[src/hw/rtl/uigf_pkg.sv]
// Shared constants, codes and types of the idle-gap frame receiver.
package uigf_pkg;

    // Frame store size, derived address width and field widths
    localparam int BufferDepth = 64;
    localparam int AddrW       = (BufferDepth > 1) ? $clog2(BufferDepth) : 1;
    localparam int IdxW        = 7;
    localparam int ByteW       = 8;
    localparam int CmdW        = 2;
    localparam int KindW       = 2;

    localparam logic [ByteW-1:0] IdleTimeoutReset = 8'd30;

    // Input commands
    localparam logic [CmdW-1:0] CmdRxByte = 2'd0;
    localparam logic [CmdW-1:0] CmdTick   = 2'd1;
    localparam logic [CmdW-1:0] CmdRead   = 2'd2;

    // Result kinds
    localparam logic [KindW-1:0] KindData   = 2'd0;
    localparam logic [KindW-1:0] KindNotice = 2'd1;
    localparam logic [KindW-1:0] KindEmpty  = 2'd2;

    typedef struct packed {
        logic [KindW-1:0] kind;
        logic [ByteW-1:0] data;
        logic             last;
        logic [IdxW-1:0]  length;
        logic             overflow;
    } t_result;

endpackage

[src/hw/rtl/uigf_if.sv]
// Handshake channels of the idle-gap frame receiver: input word, result word, config write.
interface uigf_in_if;
    logic                         valid;
    logic                         ready;
    logic [uigf_pkg::CmdW-1:0]    command;
    logic [uigf_pkg::ByteW-1:0]   rx_byte;
    logic [uigf_pkg::ByteW-1:0]   tick_ms;
    logic [uigf_pkg::IdxW-1:0]    read_limit;

    modport source (output valid, command, rx_byte, tick_ms, read_limit, input ready);
    modport sink   (input valid, command, rx_byte, tick_ms, read_limit, output ready);
endinterface

interface uigf_out_if;
    logic                         valid;
    logic                         ready;
    logic [uigf_pkg::KindW-1:0]   kind;
    logic [uigf_pkg::ByteW-1:0]   data;
    logic                         last;
    logic [uigf_pkg::IdxW-1:0]    length;
    logic                         overflow;

    modport source (output valid, kind, data, last, length, overflow, input ready);
    modport sink   (input valid, kind, data, last, length, overflow, output ready);
endinterface

interface uigf_cfg_if;
    logic                         valid;
    logic                         ready;
    logic [uigf_pkg::ByteW-1:0]   data;

    modport source (output valid, data, input ready);
    modport sink   (input valid, data, output ready);
endinterface

[src/hw/rtl/uart_idle_gap_frame_receiver_top.sv]
// Top level of the UART idle-gap frame receiver: config register and control core.
//
// Collects received UART bytes into a 64-byte frame store and reports a frame as
// complete once the line has been idle longer than the idle timeout register
// (reset value 30 ms). Each input word carries a command: received byte (stored,
// or dropped with a sticky overflow flag once the store is full), millisecond
// tick (advances an 8-bit wrapping idle counter while a frame is open and emits
// one frame-complete notice when the timeout is exceeded), or read (streams up
// to read_limit stored bytes, last marked, or one empty-read word when there is
// nothing to give, and rewinds the write index). A byte or tick word is accepted
// whenever the result register is free and no readout is running. During a read
// the readout walks the frame store through its single registered read port, one
// byte per cycle while the sink keeps up, and no input word is taken until
// the last byte has moved into the result register. Results sit in an output
// register, so a stalled sink holds the current word and stops the readout.
// The idle timeout is written through the config channel, which is always ready;
// write it only while no word is in flight.
module uart_idle_gap_frame_receiver_top (
    input  logic        i_clk,
    input  logic        i_rst_n,
    uigf_in_if.sink     i_in,
    uigf_out_if.source  o_out,
    uigf_cfg_if.sink    i_cfg
);

    logic [uigf_pkg::ByteW-1:0] r_idle_timeout;

    // config write: capture the timeout on every handshake
    assign i_cfg.ready = 1'b1;

    always_ff @(posedge i_clk) begin
        if (!i_rst_n) begin
            r_idle_timeout <= uigf_pkg::IdleTimeoutReset;
        end else if (i_cfg.valid && i_cfg.ready) begin
            r_idle_timeout <= i_cfg.data;
        end
    end

    uigf_ctrl u_ctrl (
        .i_clk          (i_clk),
        .i_rst_n        (i_rst_n),
        .i_idle_timeout (r_idle_timeout),
        .in_ch          (i_in),
        .out_ch         (o_out)
    );

endmodule

[src/hw/rtl/uigf_frame_ram.sv]
// Simple dual-port frame store: one write port, one registered read port.
module uigf_frame_ram #(
    parameter int Width = 8,
    parameter int Depth = 64,
    parameter int AddrW = (Depth > 1) ? $clog2(Depth) : 1
) (
    input  logic             i_clk,
    input  logic             i_we,
    input  logic [AddrW-1:0] i_waddr,
    input  logic [Width-1:0] i_wdata,
    input  logic             i_re,
    input  logic [AddrW-1:0] i_raddr,
    output logic [Width-1:0] o_rdata
);

    logic [Width-1:0] r_mem [Depth];
    logic [Width-1:0] r_rdata;

    always_ff @(posedge i_clk) begin
        if (i_we) begin
            r_mem[i_waddr] <= i_wdata;
        end
    end

    // hold read data while no read is issued
    always_ff @(posedge i_clk) begin
        if (i_re) begin
            r_rdata <= r_mem[i_raddr];
        end
    end

    assign o_rdata = r_rdata;

endmodule

[src/hw/rtl/uigf_ctrl.sv]
// Frame receiver control: byte capture, idle timing, readout sequencer and result register.
module uigf_ctrl (
    input  logic                        i_clk,
    input  logic                        i_rst_n,
    input  logic [uigf_pkg::ByteW-1:0]  i_idle_timeout,
    uigf_in_if.sink                     in_ch,
    uigf_out_if.source                  out_ch
);

    localparam logic StIdle = 1'b0;
    localparam logic StRead = 1'b1;

    localparam logic [uigf_pkg::IdxW-1:0] DepthIdx = uigf_pkg::IdxW'(uigf_pkg::BufferDepth);

    logic                         r_state, n_state;
    logic [uigf_pkg::IdxW-1:0]    r_wr_idx, n_wr_idx;
    logic [uigf_pkg::IdxW-1:0]    r_snap, n_snap;
    logic [uigf_pkg::ByteW-1:0]   r_idle, n_idle;
    logic                         r_recv, n_recv;
    logic                         r_ovf, n_ovf;
    logic [uigf_pkg::IdxW-1:0]    r_n, n_n;
    logic [uigf_pkg::IdxW-1:0]    r_issue, n_issue;
    logic                         r_pend, n_pend;
    logic                         r_pend_last, n_pend_last;
    logic                         r_out_valid, n_out_valid;
    uigf_pkg::t_result            r_out, n_out;

    logic                         out_free;
    logic                         accept;
    logic                         ld_pend;
    logic                         rd_issue;
    logic                         wr_en;
    logic [uigf_pkg::ByteW-1:0]   rd_data;
    logic [uigf_pkg::ByteW-1:0]   idle_sum;
    logic [uigf_pkg::ByteW-1:0]   idle_new;
    logic                         idle_fire;
    logic [uigf_pkg::IdxW-1:0]    read_n;

    assign out_free = !r_out_valid || out_ch.ready;
    assign in_ch.ready = (r_state == StIdle) && out_free;
    assign accept = in_ch.valid && in_ch.ready;

    assign ld_pend  = r_pend && out_free;
    assign rd_issue = (r_state == StRead) && (r_issue != r_n) && (!r_pend || out_free);
    assign wr_en    = accept && (in_ch.command == uigf_pkg::CmdRxByte) && (r_wr_idx < DepthIdx);

    uigf_frame_ram #(
        .Width (uigf_pkg::ByteW),
        .Depth (uigf_pkg::BufferDepth)
    ) u_ram (
        .i_clk   (i_clk),
        .i_we    (wr_en),
        .i_waddr (r_wr_idx[uigf_pkg::AddrW-1:0]),
        .i_wdata (in_ch.rx_byte),
        .i_re    (rd_issue),
        .i_raddr (r_issue[uigf_pkg::AddrW-1:0]),
        .o_rdata (rd_data)
    );

    // idle timing: restart when bytes arrived since the previous tick
    assign idle_sum  = r_idle + in_ch.tick_ms;
    assign idle_new  = (r_snap != r_wr_idx) ? '0 : idle_sum;
    assign idle_fire = idle_new > i_idle_timeout;
    assign read_n    = (in_ch.read_limit < r_wr_idx) ? in_ch.read_limit : r_wr_idx;

    always_comb begin
        n_state     = r_state;
        n_wr_idx    = r_wr_idx;
        n_snap      = r_snap;
        n_idle      = r_idle;
        n_recv      = r_recv;
        n_ovf       = r_ovf;
        n_n         = r_n;
        n_issue     = r_issue;
        n_pend      = r_pend;
        n_pend_last = r_pend_last;
        n_out_valid = r_out_valid && !out_ch.ready;
        n_out       = r_out;

        if (accept) begin
            unique case (in_ch.command)
                uigf_pkg::CmdRxByte: begin
                    if (r_wr_idx < DepthIdx) begin
                        n_wr_idx = r_wr_idx + 1'b1;
                    end else begin
                        n_ovf = 1'b1;
                    end
                    n_recv = 1'b1;
                end
                uigf_pkg::CmdTick: begin
                    if (r_recv) begin
                        n_snap = r_wr_idx;
                        n_idle = idle_new;
                        if (idle_fire) begin
                            n_idle          = '0;
                            n_recv          = 1'b0;
                            n_out_valid     = 1'b1;
                            n_out.kind      = uigf_pkg::KindNotice;
                            n_out.data      = '0;
                            n_out.last      = 1'b1;
                            n_out.length    = r_wr_idx;
                            n_out.overflow  = r_ovf;
                        end
                    end
                end
                uigf_pkg::CmdRead: begin
                    n_wr_idx = '0;
                    if (read_n == '0) begin
                        n_out_valid    = 1'b1;
                        n_out.kind     = uigf_pkg::KindEmpty;
                        n_out.data     = '0;
                        n_out.last     = 1'b1;
                        n_out.length   = '0;
                        n_out.overflow = r_ovf;
                    end else begin
                        n_state = StRead;
                        n_n     = read_n;
                        n_issue = '0;
                    end
                end
                default: begin
                end
            endcase
        end

        // move the fetched byte into the result register
        if (ld_pend) begin
            n_pend         = 1'b0;
            n_out_valid    = 1'b1;
            n_out.kind     = uigf_pkg::KindData;
            n_out.data     = rd_data;
            n_out.last     = r_pend_last;
            n_out.length   = r_n;
            n_out.overflow = r_ovf;
            if (r_pend_last) begin
                n_state = StIdle;
            end
        end

        if (rd_issue) begin
            n_pend      = 1'b1;
            n_pend_last = (r_issue == (r_n - 1'b1));
            n_issue     = r_issue + 1'b1;
        end
    end

    always_ff @(posedge i_clk) begin
        if (!i_rst_n) begin
            r_state     <= StIdle;
            r_wr_idx    <= '0;
            r_snap      <= '0;
            r_idle      <= '0;
            r_recv      <= 1'b0;
            r_ovf       <= 1'b0;
            r_n         <= '0;
            r_issue     <= '0;
            r_pend      <= 1'b0;
            r_pend_last <= 1'b0;
            r_out_valid <= 1'b0;
        end else begin
            r_state     <= n_state;
            r_wr_idx    <= n_wr_idx;
            r_snap      <= n_snap;
            r_idle      <= n_idle;
            r_recv      <= n_recv;
            r_ovf       <= n_ovf;
            r_n         <= n_n;
            r_issue     <= n_issue;
            r_pend      <= n_pend;
            r_pend_last <= n_pend_last;
            r_out_valid <= n_out_valid;
        end
    end

    always_ff @(posedge i_clk) begin
        r_out <= n_out;
    end

    assign out_ch.valid    = r_out_valid;
    assign out_ch.kind     = r_out.kind;
    assign out_ch.data     = r_out.data;
    assign out_ch.last     = r_out.last;
    assign out_ch.length   = r_out.length;
    assign out_ch.overflow = r_out.overflow;

endmodule
[src/flat_wrapper.sv]
// flat-port wrapper written by rule: the top's interface ports become plain ports
module uart_idle_gap_frame_receiver_top_flat 
  (i_clk, i_rst_n, i_in_valid, i_in_command, i_in_rx_byte, i_in_tick_ms, i_in_read_limit, i_in_ready, o_out_valid, o_out_kind, o_out_data, o_out_last, o_out_length, o_out_overflow, o_out_ready, i_cfg_valid, i_cfg_data, i_cfg_ready);
  uigf_in_if i_in_i ();
  uigf_out_if o_out_i ();
  uigf_cfg_if i_cfg_i ();
  input  logic i_clk;
  input  logic i_rst_n;
  input wire logic [$bits(i_in_i.valid)-1:0] i_in_valid;
  input wire logic [$bits(i_in_i.command)-1:0] i_in_command;
  input wire logic [$bits(i_in_i.rx_byte)-1:0] i_in_rx_byte;
  input wire logic [$bits(i_in_i.tick_ms)-1:0] i_in_tick_ms;
  input wire logic [$bits(i_in_i.read_limit)-1:0] i_in_read_limit;
  output wire logic [$bits(i_in_i.ready)-1:0] i_in_ready;
  output wire logic [$bits(o_out_i.valid)-1:0] o_out_valid;
  output wire logic [$bits(o_out_i.kind)-1:0] o_out_kind;
  output wire logic [$bits(o_out_i.data)-1:0] o_out_data;
  output wire logic [$bits(o_out_i.last)-1:0] o_out_last;
  output wire logic [$bits(o_out_i.length)-1:0] o_out_length;
  output wire logic [$bits(o_out_i.overflow)-1:0] o_out_overflow;
  input wire logic [$bits(o_out_i.ready)-1:0] o_out_ready;
  input wire logic [$bits(i_cfg_i.valid)-1:0] i_cfg_valid;
  input wire logic [$bits(i_cfg_i.data)-1:0] i_cfg_data;
  output wire logic [$bits(i_cfg_i.ready)-1:0] i_cfg_ready;
  assign i_in_i.valid = i_in_valid;
  assign i_in_i.command = i_in_command;
  assign i_in_i.rx_byte = i_in_rx_byte;
  assign i_in_i.tick_ms = i_in_tick_ms;
  assign i_in_i.read_limit = i_in_read_limit;
  assign i_in_ready = i_in_i.ready;
  assign o_out_valid = o_out_i.valid;
  assign o_out_kind = o_out_i.kind;
  assign o_out_data = o_out_i.data;
  assign o_out_last = o_out_i.last;
  assign o_out_length = o_out_i.length;
  assign o_out_overflow = o_out_i.overflow;
  assign o_out_i.ready = o_out_ready;
  assign i_cfg_i.valid = i_cfg_valid;
  assign i_cfg_i.data = i_cfg_data;
  assign i_cfg_ready = i_cfg_i.ready;
  uart_idle_gap_frame_receiver_top u_core (.i_clk(i_clk), .i_rst_n(i_rst_n), .i_in(i_in_i), .o_out(o_out_i), .i_cfg(i_cfg_i));
endmodule
[config.mk]
export PLATFORM = sky130hd
export DESIGN_NAME = uart_idle_gap_frame_receiver_top_flat
export DESIGN_NICKNAME = d
export VERILOG_FILES = /design/src/hw/rtl/uigf_pkg.sv /design/src/hw/rtl/uigf_if.sv /design/src/hw/rtl/uart_idle_gap_frame_receiver_top.sv /design/src/hw/rtl/uigf_frame_ram.sv /design/src/hw/rtl/uigf_ctrl.sv /design/src/flat_wrapper.sv
export SDC_FILE = /design/constraint.sdc
export NUM_CORES = 1
export LEC_CHECK = 0
export BUFFER_PORTS_ARGS = -buffer_cell sky130_fd_sc_hd__buf_4
export CAP_MARGIN = 20
export CORE_MARGIN = 2
export CORE_UTILIZATION = 65
export DETAILED_ROUTE_END_ITERATION = 10
export PLACE_DENSITY = 0.82
export SLEW_MARGIN = 30
export SYNTH_ARGS = -nofsm -noshare
export SYNTH_HDL_FRONTEND = slang
export SYNTH_SLANG_ARGS = --single-unit
[constraint.sdc]
create_clock -name i_clk -period 9.1 [get_ports i_clk]
set_clock_uncertainty 0.1 [all_clocks]
set_input_delay 1.82 -clock i_clk [delete_from_list [all_inputs] [get_ports i_clk]]
set_output_delay 1.82 -clock i_clk [all_outputs]
set_load 0.01 [all_outputs]
==> results by group <==
Outcome
  • Status: completed

Route
  • Vias per std cell: 7.003
  • Post-DR wirelength/cell: approximately 29 um
  • Drt total wl: between 50000 and 60000 um
  • Remaining DRCs: 0
  • Final ANT Viol Nets: 0
  • Vias: about 13k
  • DR pass1 iterations: 6
  • Initial drt markers: approximately 1.7k

Critical path
  • Critical path's slowest cell: fa_1
  • Critical path data arrival time: 4.95 ns
  • Startpoint types: input port
  • Worst setup path class: in -> reg
  • CP Max Fanout: 17
  • Cell breakdown of the critical path: buf_4 -> ha_1 -> fa_1 -> a211oi_1 -> o21bai_1 -> a21oi_1 -> xor2_1 -> nor2_1 -> ha_1 -> nand4_1 -> or2_2 -> a41o_1 -> a21oi_1 -> o21ai_1 -> buf_4
  • Buf/Inv on CP: 2
  • CP Data Required Time: 9.34 ns
  • Crit end category: register
  • Largest delay share family, worst path: compound AO/OA/AOI/OAI gates
  • Slowest stage delay, CP: 0.43 ns

Synthesis
  • Synthesis Warnings: 0
  • Post-Synth XOR/XNOR Area: 0.9169%
  • Post-Syn Area: ~24000 sq um
  • Cells after Synth: roughly 1.3k
  • Ranking of synthesized cells by area: edfxtp_1 (68%), mux4_2 (12%), dfxtp_1 (4.4%)
  • Syn avg cell area: 17.81 sq um
  • Adder-cell share of the synthesized area: 1.498%
  • Synth Area in Compound Gates: 6.188%
  • Ys flop type: edfxtp_1
  • Number of synthesized flops with an enable pin: around 540
  • Largest family of logic cells by synthesized area: multiplexers
  • Post-Syn Nets: 1407
  • Post-synth top area share: approximately two thirds
  • Count leader, synth: edfxtp_1
  • Yosys cell types: 63
  • Sequential share of the synthesized area: between 70 and 80%
  • Synth top cells by count: edfxtp_1 (537), mux4_2 (128), nor2_1 (85)
  • Yosys reg bits: 589
  • Cell taking the most area after synthesis: edfxtp_1
  • Simple-gate share of the synthesized area: 5.019%
  • Fraction of registers with async set/reset: 0%
  • Mux cell area share after synthesis: 12.37%

Placement
  • Dpl cell area: 24580 sq um
  • # port buffers: 58
  • HPWL after DPL: 29540 um
  • RePlAce Congestion: 0.8714

STA
  • Period utilization: 51.79%
  • Worst slew pin tran: 0.9680 ns
  • RSZ-0062 raised after global routing: no
  • Setup violations, final: 0
  • Setup TNS: 0 ns
  • Highest Clock Rate: 212.2 MHz
  • Max-slew headroom: 35.47%
  • Final Hold Fails: 0
  • Final slew viol count: 0
  • Min cycle time layout: 4.713 ns

Pwr
  • Pwr per Cell Area: 211.2 nW/um^2
  • VDD IR max: 170.4 uV
  • Leak: 8.679 nW

Layout
  • Antenna diode count: 0
  • Syn-to-layout area delta: 11.28%
  • Nets@finish: 1450
  • Fin area: 26570 sq um
  • FF/Latch Area: 17170 sq um
  • Multi-input logic area: between 6000 and 7000 sq um
  • Fraction of layout instances using a drive strength above 1: 20.66%
  • Layout fillers: approximately 2k

Clock network
  • CTS root buffer: clkbuf_16
  • Setup Fix Bufs, Post-CTS: 0
  • Clock Path Buffers: 3
  • Cts repair resizes: 0
  • CTS tree: yes
  • Clock sink count: 589
  • CTS clk-pin slew, worst paths: 0.06 ns
  • H-tree Lvls: 2
  • Hold Buf Count CTS: 0
  • Clk_lat worst skew: 0.60 ns
  • Num CTS Buffers: 55

GRT
  • GR Util All Layers: between 20% and 30%
  • First-pass GRT wire length: 82250 um
  • Largest net degree at the start of global routing: 93
  • Antenna violations before repair: 0
  • Vias in the first global route: 13.21k
  • Grt ovf: 0

Floorplan
  • Die Y: 195.7 um
  • Die area: 38290 sq um
  • Initial Util: around two thirds
  • Core area: roughly 36000 sq um
  • Ports: 60
  • Die X: about 200 um
  • Site Rows: 70

Worst hold path
  • Worst hold path type: reg -> reg

Run
  • Max-Cap Viols: 0
[per-layer routing]
layer  vias up  GRT usage (%)  routed length [um]
met5         -              0                   0
met4         0          11.78                2256
met3       174          6.567                5560
met2       918          47.30               26940
met1      6681          39.21               20070
li1       5505              -                   -
[metrics by stage]
stage	util [%]	power [mW]	hold WS (ns)	std cells	worst slack [ns]
finish	72.94	5.614	0.3669	1896	4.387
global route	72.94	5.742	0.3709	1896	4.272
CTS	72.76	5.624	0.3596	1893	4.419
detailed placement	67.48	3.208	0.3441	1792	3.827
global placement	67.48	3.200	0.3386	1792	3.892
floorplan	-	3.124	0.3088	1341	3.843
[cell type report]
type | count | share of cell area (%)
clock inverter | 40 | 1.907
timing repair buffer | 69 | 2.147
sequential | 589 | 64.63
inverter | 25 | 0.3531
clock buffer | 61 | 5.344
multi-input combinational | 644 | 23.42
tap | 468 | 2.203
[placed cells by master, fill, tap and decap left out, types with 19 or more instances in the layout]
| cell type | Yosys | routed |
|---|---|---|
| a22oi_1 | 42 | 42 |
| buf_4 | 7 | 65 |
| clkbuf_16 | 0 | 56 |
| dfxtp_1 | 52 | 50 |
| edfxtp_1 | 537 | 537 |
| ha_1 | 27 | 27 |
| inv_1 | 23 | 23 |
| mux4_2 | 128 | 128 |
| nand2_1 | 83 | 83 |
| nand3_1 | 19 | 19 |
| nor2_1 | 85 | 84 |
[registers in the layout (all words and copies together), names as in the netlist]
name / flops
u_core.r_idle_timeout: 8
u_core.u_ctrl.r_wr_idx: 7
u_core.u_ctrl.r_snap: 7
u_core.u_ctrl.u_ram.o_rdata: 8
u_core.u_ctrl.r_ovf: 1
u_core.u_ctrl.r_pend_last: 1
u_core.u_ctrl.u_ram.r_mem: 512
u_core.u_ctrl.r_recv: 1
u_core.u_ctrl.r_pend: 1
u_core.u_ctrl.out_ch.data: 8
u_core.u_ctrl.out_ch.overflow: 1
u_core.u_ctrl.out_ch.length: 7
u_core.u_ctrl.r_state: 1
u_core.u_ctrl.out_ch.valid: 1
u_core.u_ctrl.r_idle: 8
u_core.u_ctrl.out_ch.kind: 2
u_core.u_ctrl.r_n: 7
u_core.u_ctrl.out_ch.last: 1
u_core.u_ctrl.r_issue: 7
[power breakdown]
group | internal (mW) | switching [mW] | total [mW]
Combinational | 0.0671 | 0.116 | 0.183
Clock | 1.46 | 0.996 | 2.46
Sequential | 2.96 | 0.0117 | 2.97
[worst paths after layout]
check,from,endpoint,slack (ns),depth (start not counted)
setup / recovery,i_in_tick_ms[0],u_core.u_ctrl.out_ch.data[4],4.39,15
hold / removal,u_core.u_ctrl.r_ovf,u_core.u_ctrl.out_ch.overflow,0.37,0
setup reg to reg,u_core.u_ctrl.r_issue[0],u_core.u_ctrl.u_ram.o_rdata[2],5.16,5
hold reg to reg,u_core.u_ctrl.r_ovf,u_core.u_ctrl.out_ch.overflow,0.37,0
[cell families (layout without fill, tap and decap cells)]
logic type / after synthesis / in the layout
compound gates: 194 / 194
other cells: 1 / 1
flops: 589 / 589
xor+xnor: 25 / 25
mux: 135 / 135
fa+ha+maj: 28 / 28
buf+inv: 108 / 195
simple gates: 261 / 261
Note: power is estimated with default switching activity, not from simulation.
